`src/rtl/core/csl_pkg.sv`:
```
// Package for the cross stencil low-pass filter: frame geometry constants,
// payload structs of both channels and the window bundle between submodules.
// No dependencies.
package csl_pkg;

	localparam int LINE_WIDTH   = 160;
	localparam int FRAME_PIXELS = 19200;

	localparam int PIX_W   = 5;
	localparam int RAW_W   = 16;
	localparam int INDEX_W = 15;
	localparam int RGB_W   = 3 * PIX_W;

	// The line holds the 2*LINE_WIDTH pixels before the current one.
	localparam int LINE_DEPTH = 2 * LINE_WIDTH;
	localparam int CNT_W      = $clog2(FRAME_PIXELS + 1);

	localparam logic [CNT_W-1:0] FRAME_CNT = CNT_W'(FRAME_PIXELS);
	localparam logic [CNT_W-1:0] FIRST_CNT = CNT_W'(2 * LINE_WIDTH);
	localparam logic [CNT_W-1:0] ROW_CNT   = CNT_W'(LINE_WIDTH);

	typedef struct packed {
		logic [RAW_W-1:0] pixel_in;
		logic             frame_start;
	} pix_t;

	typedef struct packed {
		logic [INDEX_W-1:0] out_index;
		logic [RGB_W-1:0]   out_rgb;
	} res_t;

	// Neighborhood of one centre pixel, plus whether it yields a result.
	typedef struct packed {
		logic               produce;
		logic [INDEX_W-1:0] index;
		logic [PIX_W-1:0]   up;
		logic [PIX_W-1:0]   left;
		logic [PIX_W-1:0]   centre;
		logic [PIX_W-1:0]   right;
		logic [PIX_W-1:0]   down;
	} win_t;

endpackage

```
`src/rtl/core/csl_window.sv`:
```
// Pixel delay line and frame index counter of the cross stencil filter.
// Presents the five-point neighborhood of the centre pixel for the incoming pixel.
// Depends on csl_pkg.
module csl_window import csl_pkg::*; (
	input  logic clk,
	input  logic arst_n,
	input  logic accept,
	input  pix_t pix,
	output win_t win
);

	logic [PIX_W-1:0] line_q [LINE_DEPTH];
	logic [CNT_W-1:0] count_q;
	logic [CNT_W-1:0] idx;
	logic [CNT_W-1:0] centre_idx;
	logic [PIX_W-1:0] down;

	assign down       = pix.pixel_in[PIX_W-1:0];
	assign idx        = pix.frame_start ? '0 : count_q;
	assign centre_idx = idx - ROW_CNT;

	// Entry k of the line holds the pixel accepted k+1 transactions ago, so the
	// taps are read one place earlier than they sit after the shift.
	always_comb begin
		win.produce = (idx >= FIRST_CNT) && (idx < FRAME_CNT);
		win.index   = INDEX_W'(centre_idx);
		win.up      = line_q[LINE_DEPTH-1];
		win.left    = line_q[LINE_WIDTH];
		win.centre  = line_q[LINE_WIDTH-1];
		win.right   = line_q[LINE_WIDTH-2];
		win.down    = down;
	end

	always_ff @(posedge clk) begin
		if (accept) begin
			line_q[0] <= down;
			for (int k = 1; k < LINE_DEPTH; k++) begin
				line_q[k] <= line_q[k-1];
			end
		end
	end

	always_ff @(posedge clk or negedge arst_n) begin
		if (!arst_n) begin
			count_q <= '0;
		end else if (accept) begin
			count_q <= (idx < FRAME_CNT) ? idx + 1'b1 : FRAME_CNT;
		end
	end

endmodule

```
`src/rtl/core/csl_stencil.sv`:
```
// Five-point cross averaging arithmetic of the filter.
// Turns a neighborhood bundle into a result item with the grey value in three fields.
// Depends on csl_pkg.
module csl_stencil import csl_pkg::*; (
	input  win_t win,
	output res_t item
);

	logic [PIX_W+1:0] ring_sum;
	logic [PIX_W:0]   mid_sum;
	logic [PIX_W-1:0] grey;

	always_comb begin
		ring_sum = (PIX_W+2)'(win.up) + (PIX_W+2)'(win.left)
			+ (PIX_W+2)'(win.right) + (PIX_W+2)'(win.down);
		mid_sum  = (PIX_W+1)'(ring_sum[PIX_W+1:2]) + (PIX_W+1)'(win.centre);
		grey     = mid_sum[PIX_W:1];
		item.out_index = win.index;
		item.out_rgb   = {grey, grey, grey};
	end

endmodule

```
`src/rtl/core/csl_out_buf.sv`:
```
// Result register with one skid entry for the filter's output channel.
// The upstream stall comes straight from the skid flag, so it is registered.
// Depends on csl_pkg.
module csl_out_buf import csl_pkg::*; (
	input  logic clk,
	input  logic arst_n,
	input  logic load,
	input  res_t item,
	output logic full,
	output logic res_valid,
	input  logic res_stall,
	output res_t res
);

	logic res_valid_q;
	logic skid_valid_q;
	res_t res_q;
	res_t skid_q;
	logic out_free;

	assign out_free  = !res_valid_q || !res_stall;
	assign full      = skid_valid_q;
	assign res_valid = res_valid_q;
	assign res       = res_q;

	always_ff @(posedge clk or negedge arst_n) begin
		if (!arst_n) begin
			res_valid_q  <= 1'b0;
			skid_valid_q <= 1'b0;
		end else if (out_free) begin
			// While the skid entry is full no new transaction is taken.
			res_valid_q  <= skid_valid_q || load;
			skid_valid_q <= 1'b0;
		end else if (load) begin
			skid_valid_q <= 1'b1;
		end
	end

	always_ff @(posedge clk) begin
		if (out_free) begin
			res_q <= skid_valid_q ? skid_q : item;
		end else if (load) begin
			skid_q <= item;
		end
	end

endmodule

```
`src/rtl/core/cross_stencil_lowpass_filter.sv`:
```
// Cross stencil low-pass filter over a raster-order pixel stream.
// Input channel pix (pix_valid, pix_stall): one pixel word per transaction;
// only bits 4:0 are used, and frame_start gives the pixel linear index 0.
// Output channel res (res_valid, res_stall): one filtered pixel per result,
// carrying its linear index and the grey value copied into three 5-bit fields.
// The result for centre index c is formed when pixel c+LINE_WIDTH arrives, as
// the average of the centre with the mean of its four cross neighbors;
// neighbors go by linear index, so left and right wrap across row ends.
// Throughput is one pixel per clock while pix_stall is low. When the output is
// free, a result is loaded into the output register driving res at the edge
// that accepts the pixel completing its neighborhood. The first 2*LINE_WIDTH
// pixels of a frame and any pixel beyond FRAME_PIXELS give no result.
// When res_stall holds the output, one more result goes into a skid register
// and pix_stall rises from the next cycle until the output drains.
// Reset clears the pixel index and both result flags; the delay line is not
// cleared, since it is refilled at each frame before any result reads it.
// Depends on csl_pkg, csl_window, csl_stencil and csl_out_buf.
module cross_stencil_lowpass_filter import csl_pkg::*; (
	input  logic clk,
	input  logic arst_n,
	input  logic pix_valid,
	output logic pix_stall,
	input  pix_t pix,
	output logic res_valid,
	input  logic res_stall,
	output res_t res
);

	logic accept;
	logic full;
	win_t win;
	res_t item;

	assign pix_stall = full;
	assign accept    = pix_valid && !full;

	csl_window u_window (
		.clk    (clk),
		.arst_n (arst_n),
		.accept (accept),
		.pix    (pix),
		.win    (win)
	);

	csl_stencil u_stencil (
		.win  (win),
		.item (item)
	);

	csl_out_buf u_out_buf (
		.clk       (clk),
		.arst_n    (arst_n),
		.load      (accept && win.produce),
		.item      (item),
		.full      (full),
		.res_valid (res_valid),
		.res_stall (res_stall),
		.res       (res)
	);

	// The skid entry only fills behind a held output.
	a_skid_behind_output: assert property (@(posedge clk) disable iff (!arst_n)
		pix_stall |-> res_valid)
		else $error("skid entry full while output register empty");

	// All three color fields carry the same grey value.
	a_rgb_replicated: assert property (@(posedge clk) disable iff (!arst_n)
		res_valid |-> (res.out_rgb[4:0] == res.out_rgb[9:5])
			&& (res.out_rgb[4:0] == res.out_rgb[14:10]))
		else $error("color fields differ");

	// The first pixel of a frame never completes a neighborhood.
	a_frame_start_silent: assert property (@(posedge clk) disable iff (!arst_n)
		(pix_valid && !pix_stall && pix.frame_start && !res_valid) |=> !res_valid)
		else $error("result produced for the first pixel of a frame");

	// A held result with a full skid entry blocks the input side.
	a_stall_blocks: assert property (@(posedge clk) disable iff (!arst_n)
		(res_valid && res_stall && pix_stall) |=> res_valid && pix_stall)
		else $error("stalled results lost or input reopened too early");

endmodule

```
`config.mk`:
```
export PLATFORM = sky130hd
export DESIGN_NAME = cross_stencil_lowpass_filter
export DESIGN_NICKNAME = d
export VERILOG_FILES = /design/src/rtl/core/csl_pkg.sv /design/src/rtl/core/csl_window.sv /design/src/rtl/core/csl_stencil.sv /design/src/rtl/core/csl_out_buf.sv /design/src/rtl/core/cross_stencil_lowpass_filter.sv
export SDC_FILE = /design/constraint.sdc
export NUM_CORES = 1
export LEC_CHECK = 0
export BUFFER_PORTS_ARGS = -buffer_cell sky130_fd_sc_hd__buf_2
export CAP_MARGIN = 30
export CORE_MARGIN = 8
export CORE_UTILIZATION = 65
export CTS_BUF_LIST = sky130_fd_sc_hd__clkbuf_8
export CTS_CLUSTER_SIZE = 30
export DETAILED_ROUTE_END_ITERATION = 8
export PLACE_DENSITY = 0.87
export SYNTH_ARGS = -nofsm -noshare
export SYNTH_HDL_FRONTEND = slang
export SYNTH_SLANG_ARGS = --single-unit
```
`constraint.sdc`:
```
create_clock -name clk -period 154.7 [get_ports clk]
set_input_delay 15.47 -clock clk [delete_from_list [all_inputs] [get_ports clk]]
set_output_delay 15.47 -clock clk [all_outputs]
set_load 0.005 [all_outputs]
```
* Yosys cells after proc, flatten, opt, wreduce, memory -nomap -nowiden *
Memory sizes are Yosys's and may differ from the RTL's.
Cells that the tools add are included.

storage, ports and cells
  register bits after elaboration = 77
  latch bits = 0
  bits in writable memories = 1600
  ROM bits = 0
  bits of input ports = 21
  output and inout bits = 32
  memories = 1

memories
  name             words  bits a word  rd ports  clocked after memory_dff  wr ports  RTL line          source
  u_window.line_q  320    5            320       0                         320       csl_window.sv:12  logic [PIX_W-1:0] line_q [LINE_DEPTH];

operators by class
  $add $sub $neg = 6
  multipliers = 0
  div/mod/pow operators = 0
  order comparisons = 2
  equality and inequality tests = 0
  shift operators = 0
  mux-type cells = 7
  bitwise gates (word level) = 1
  reduce and logical (&&, ||, !) cells = 10

operators with widths
  cell                                                                    number
  15-bit 2-to-1 mux                                                       2
  30-bit 2-to-1 mux                                                       1
  15-bit by 1-bit adder with 15-bit output, second input constant         1
  15-bit by 9-bit >= comparator with 1-bit output, second input constant  1
  15-bit < comparator, second input constant                              1
  15-bit by 8-bit subtractor with 15-bit output, second input constant    1
  7-bit by 5-bit adder with 7-bit output                                  2
  5-bit by 5-bit adder with 6-bit output                                  2
  1-bit 2-to-1 mux                                                        4
  1-bit logical AND                                                       3
  1-bit logical NOT                                                       3
  1-bit logical OR                                                        2
  2-bit AND reduction                                                     1
  2-bit nonzero test                                                      1
  1-bit inverter                                                          1

* Longest topological paths before layout *
  depth after elaboration = 6
  depth in mapped cells = 15
  mapped depth without buffers = 15

* Cells and area by module *
A second synthesis with hierarchy kept.

second synthesis, totals
  cells, all modules = 1975
  area total of the unflattened synthesis = 52646.7 um^2

modules (own cells, without submodules)
  module                        instances  cells an instance  area each (um^2)
  csl_window                    1          1779               49457.4
  csl_out_buf                   1          100                2394.8
  csl_stencil                   1          94                 779.5
  cross_stencil_lowpass_filter  1          2                  15.0

* Worst setup path after synthesis *
Ideal clock, no wire load.

  path kind = in2reg
  from = in pix_valid
  to = reg u_window.count_q[11]
  setup time = 0.206 ns
  arrival = 63.226 ns
  path slack = 91.268 ns
  cell stages on the path = 5
  buffers on the path = 1
  path through = nand2b_1 > inv_1 > clkbuf_1 > nand2_1 > a22oi_1

between the ends
  cells in the longest elaborated chain, start to end = 1

ends and longest elaborated chain
  item                  RTL line                            source
  start, declared       cross_stencil_lowpass_filter.sv:21  input logic pix_valid,
  1-bit logical AND     cross_stencil_lowpass_filter.sv:35  assign accept = pix_valid && !full;
  net accept            cross_stencil_lowpass_filter.sv:29  logic accept;
  end signal, assigned  csl_window.sv:47                    count_q <= (idx < FRAME_CNT) ? idx + 1'b1 : FRAME_CNT;
  end, declared         csl_window.sv:13                    logic [CNT_W-1:0] count_q;

The timed path passes the listed nets, and every way through them passes these cells.
A chain may end at the register's enable or synchronous reset.

==> results.toml <==
[run_status]
status = "finished clean"

[timing]
maxSlewViolCount = 0
hold_viol = 0
grt_setup_unrepaired = "no"
relSlewSlack_pct = 18.51
finalCritPeriodShare_pct = 12.29
max_freq_mhz = 52.59
final_critical_path_setup_slack_ps = 135690
finalSetupViolCount = 0
worst_pin_slew_ps = 1222
setup_total_negative_slack_ps = 0
finalWorstPathRequiredPeriod_ps = 19010
final.setup_skew_ps = 80.49

[synthesis]
seq_total_area_yosys_pct = 96.46
yosysWarnings = 0
async_reset_ff_share_pct = 1.026
count_of_unique_library_cells_instantiated_by_yosys = 49
syn-mean-instance-area_um2 = 26.71
postSynthRegisterBits = 1657
synth.net_count = 1973
synth_enable_flop_cells = 1640
syn_area_um2 = 51490
synth_cells = 1928
ys_dominant_reg_cell = "sky130_fd_sc_hd__edfxtp_1"

[cells_and_area]
final_common_cell = "sky130_fd_sc_hd__edfxtp_1"
syn_to_final_growth_pct = 11.03
drive_above_1_share_pct = 14.73
nNetsFinal = 2232
final_cell_area_um2 = 57180
layout_common_cells = "sky130_fd_sc_hd__edfxtp_1 (1640), sky130_fd_sc_hd__clkbuf_8 (228), sky130_fd_sc_hd__inv_1 (92)"
fill_cells = 3576

[cts]
cts_post_setup_buffers_inserted = 0
hold_buffers = 0
cts_tree = "done"
cts.clk_slew.worst_paths_ps = 80
cts-resized-gates = 0
max-clock-path-buffers = 3
clk-insertion-delay-late_ps = 870
h-tree-depth = 4
numCtsBuffers = 223
cts_num_sinks = 1657
clk_root_buffer_cell = "sky130_fd_sc_hd__clkbuf_8"

[detailed_routing]
routed-via-count = 20104
drt-pass1-iter-count = 7
vias_cell = 5.887
detail_route.wl_per_cell_um = 26.95
drt_drc_violations_left = 0
antenna_left = 0
drt_first_iter_violations = 2833
wirelength_um = 92020

[grt]
first_global_vias = 20067
antenna_found_initial = 6
globalRouteTotalUtil_pct = 19.60
grt_start_max_net_pins = 237
wire_length_of_the_first_global_routing_pass_um = 129700
globalRoute.totalOverflow = 0

[floorplanning]
start_util_pct = 65.40
floorplan.rows = 103
die-height_um = 297.5
die-width_um = 297.5
core_region_area_um2 = 78740
die_area_um2 = 88490
io_pins = 53

[critical_path]
critical_path_required_ps = 155180
critPathKind = "input port to register"
cpPeakStageDelay_ps = 850
critical_path.cell_chain = "buf_2 -> nand2b_1 -> buf_8 -> inv_8 -> buf_16 -> buf_4 -> buf_16 -> buf_4 -> buf_4 -> buf_12"
crit_path_top_delay_cell = "sky130_fd_sc_hd__buf_4"
timing.critical_path.buf_inv = 9
critical_path.max_fanout = 145
startpoint_type = "input port"
timing.critical_path.max_delay_family = "buffers and inverters"
critical_path.endpoint_type = "register"
crit_arrival_ps = 19490
worst_path_most_repeated_cell = "sky130_fd_sc_hd__buf_4"

[placement]
gpl.final_weighted_congestion = 0.8027
dp.final_hpwl_um = 39140
io_buffers = 41
dp_worst_setup_slack_ps = 134030
dp_area_um2 = 53070

[flow_run]
cap_viol_max_count = 0

[power_and_ir_drop]
static_leak_nw = 19.74
overall_power_mw = 0.8721
power.ir.vdd_worst_mv = 0.008531
power_dens_cells_nw_per_um2 = 15.25

[worst_hold_path]
worstHoldPathType = "register to register"
[layer usage]
metal | vias up | global-route usage [%] | wire (um)
met2 | 1350 | 30.36 | 44130
met1 | 10131 | 26.61 | 35650
met5 | - | 0.05531 | 0
met4 | 0 | 8.875 | 4554
li1 | 8267 | - | -
met3 | 356 | 5.063 | 7688
[cells in the mapped netlist (3+ instances only)]
cell | count | area [um^2]
sky130_fd_sc_hd__buf_4 | 10 | 75.07
sky130_fd_sc_hd__nor2b_1 | 7 | 43.79
sky130_fd_sc_hd__nand4_1 | 5 | 31.28
sky130_fd_sc_hd__nand2b_1 | 5 | 31.28
sky130_fd_sc_hd__a31oi_1 | 5 | 31.28
sky130_fd_sc_hd__xnor2_1 | 8 | 70.07
sky130_fd_sc_hd__xor2_1 | 8 | 70.07
sky130_fd_sc_hd__fa_1 | 7 | 140.1
sky130_fd_sc_hd__a21o_1 | 7 | 52.55
sky130_fd_sc_hd__dfrtp_1 | 17 | 425.4
sky130_fd_sc_hd__nand2_1 | 37 | 138.9
sky130_fd_sc_hd__mux2_2 | 10 | 112.6
sky130_fd_sc_hd__o21ai_0 | 16 | 80.08
sky130_fd_sc_hd__nor2_1 | 17 | 63.81
sky130_fd_sc_hd__mux2i_1 | 4 | 40.04
sky130_fd_sc_hd__and3_1 | 3 | 18.77
sky130_fd_sc_hd__o221ai_1 | 3 | 26.28
sky130_fd_sc_hd__edfxtp_1 | 1640 | 49250
sky130_fd_sc_hd__nand3_1 | 11 | 55.05
sky130_fd_sc_hd__or3_1 | 3 | 18.77
sky130_fd_sc_hd__inv_1 | 25 | 93.84
sky130_fd_sc_hd__clkbuf_1 | 13 | 48.80
sky130_fd_sc_hd__a21oi_1 | 13 | 65.06
sky130_fd_sc_hd__nor4_1 | 4 | 25.02
sky130_fd_sc_hd__ha_1 | 17 | 212.7
[flip-flops by register name, indices dropped and copies added (netlist names)]
register / flops
u_window.line_q: 1600
u_out_buf.res: 20
u_out_buf.skid_q: 20
u_window.count_q: 15
u_out_buf.full: 1
u_out_buf.res_valid: 1
[power by group]
group | internal (mW) | total [mW] | leakage (nW) | switching [mW]
registers | 0.523 | 0.534 | 16.3 | 0.0110
clock network | 0.143 | 0.309 | 2.30 | 0.167
logic | 0.00759 | 0.0285 | 1.14 | 0.0209
[worst register-to-register path: cells and delay by family, from the launching register on]
family,cells,cell delay (ps)
DFF,1,500
and+or+nand+nor,2,260
adders and majority gates,4,1740
AOI/OAI and AO/OA,6,2010
xor gates and xnor gates,2,560
buffers and inverters,1,60
[worst paths after layout]
kind                                                        start                           endpoint  slack [ps]  depth (start not counted)
worst max register to register  u_window.line_q[2][161]$_DFFE_PP_      u_out_buf.skid_q[9]$_DFFE_PP_      149270                         15
worst max-delay path                                    pix_valid  u_window.line_q[0][179]$_DFFE_PP_      135690                         10
max in group asynchronous                                  arst_n    u_window.count_q[0]$_DFFE_PN0P_      139870                          1
worst min register to register  u_window.line_q[4][311]$_DFFE_PP_  u_window.line_q[4][316]$_DFFE_PP_         360                          0
min in group asynchronous                                  arst_n    u_window.count_q[7]$_DFFE_PN0P_       14520                          1
worst min-delay path            u_window.line_q[4][311]$_DFFE_PP_  u_window.line_q[4][316]$_DFFE_PP_         360                          0
[area by class of cell]
class	count	area (um^2)	share of cell area [%]
Clock inverter	173	862.1	1.508
Sequential cell	1657	49670	86.88
Inverter	25	101.3	0.1773
Clock buffer	228	3138	5.488
Tap cell	1050	1314	2.298
Multi-Input combinational cell	219	1578	2.759
Timing Repair Buffer	61	505.5	0.8841
Antenna cell	2	5.005	0.008753
[stage by stage]
stage / std cells / hold WS [ps] / util [%]
after floorplan: 1928 / 400.3 / -
after global placement: 3005 / 404.6 / 67.32
after detailed placement: 3008 / 404.5 / 67.40
after CTS: 3409 / 366.3 / 72.48
after global routing: 3414 / 380.7 / 72.61
final: 3415 / 361.1 / 72.61
[logic make-up (layout without fill, tap and decap cells)]
logic type	Yosys count	count (layout)	share of synthesized area (%)
DFF	1657	1657	96.46
muxes	14	14	0.2964
xor gates and xnor gates	16	16	0.2721
and+or+nand+nor	104	104	1.008
AOI/OAI and AO/OA	61	61	0.7921
buffers and inverters	52	487	0.4835
adders and majority gates	24	24	0.6852
other	0	2	0
No activity file was read; power rests on OpenSTA's default activity.
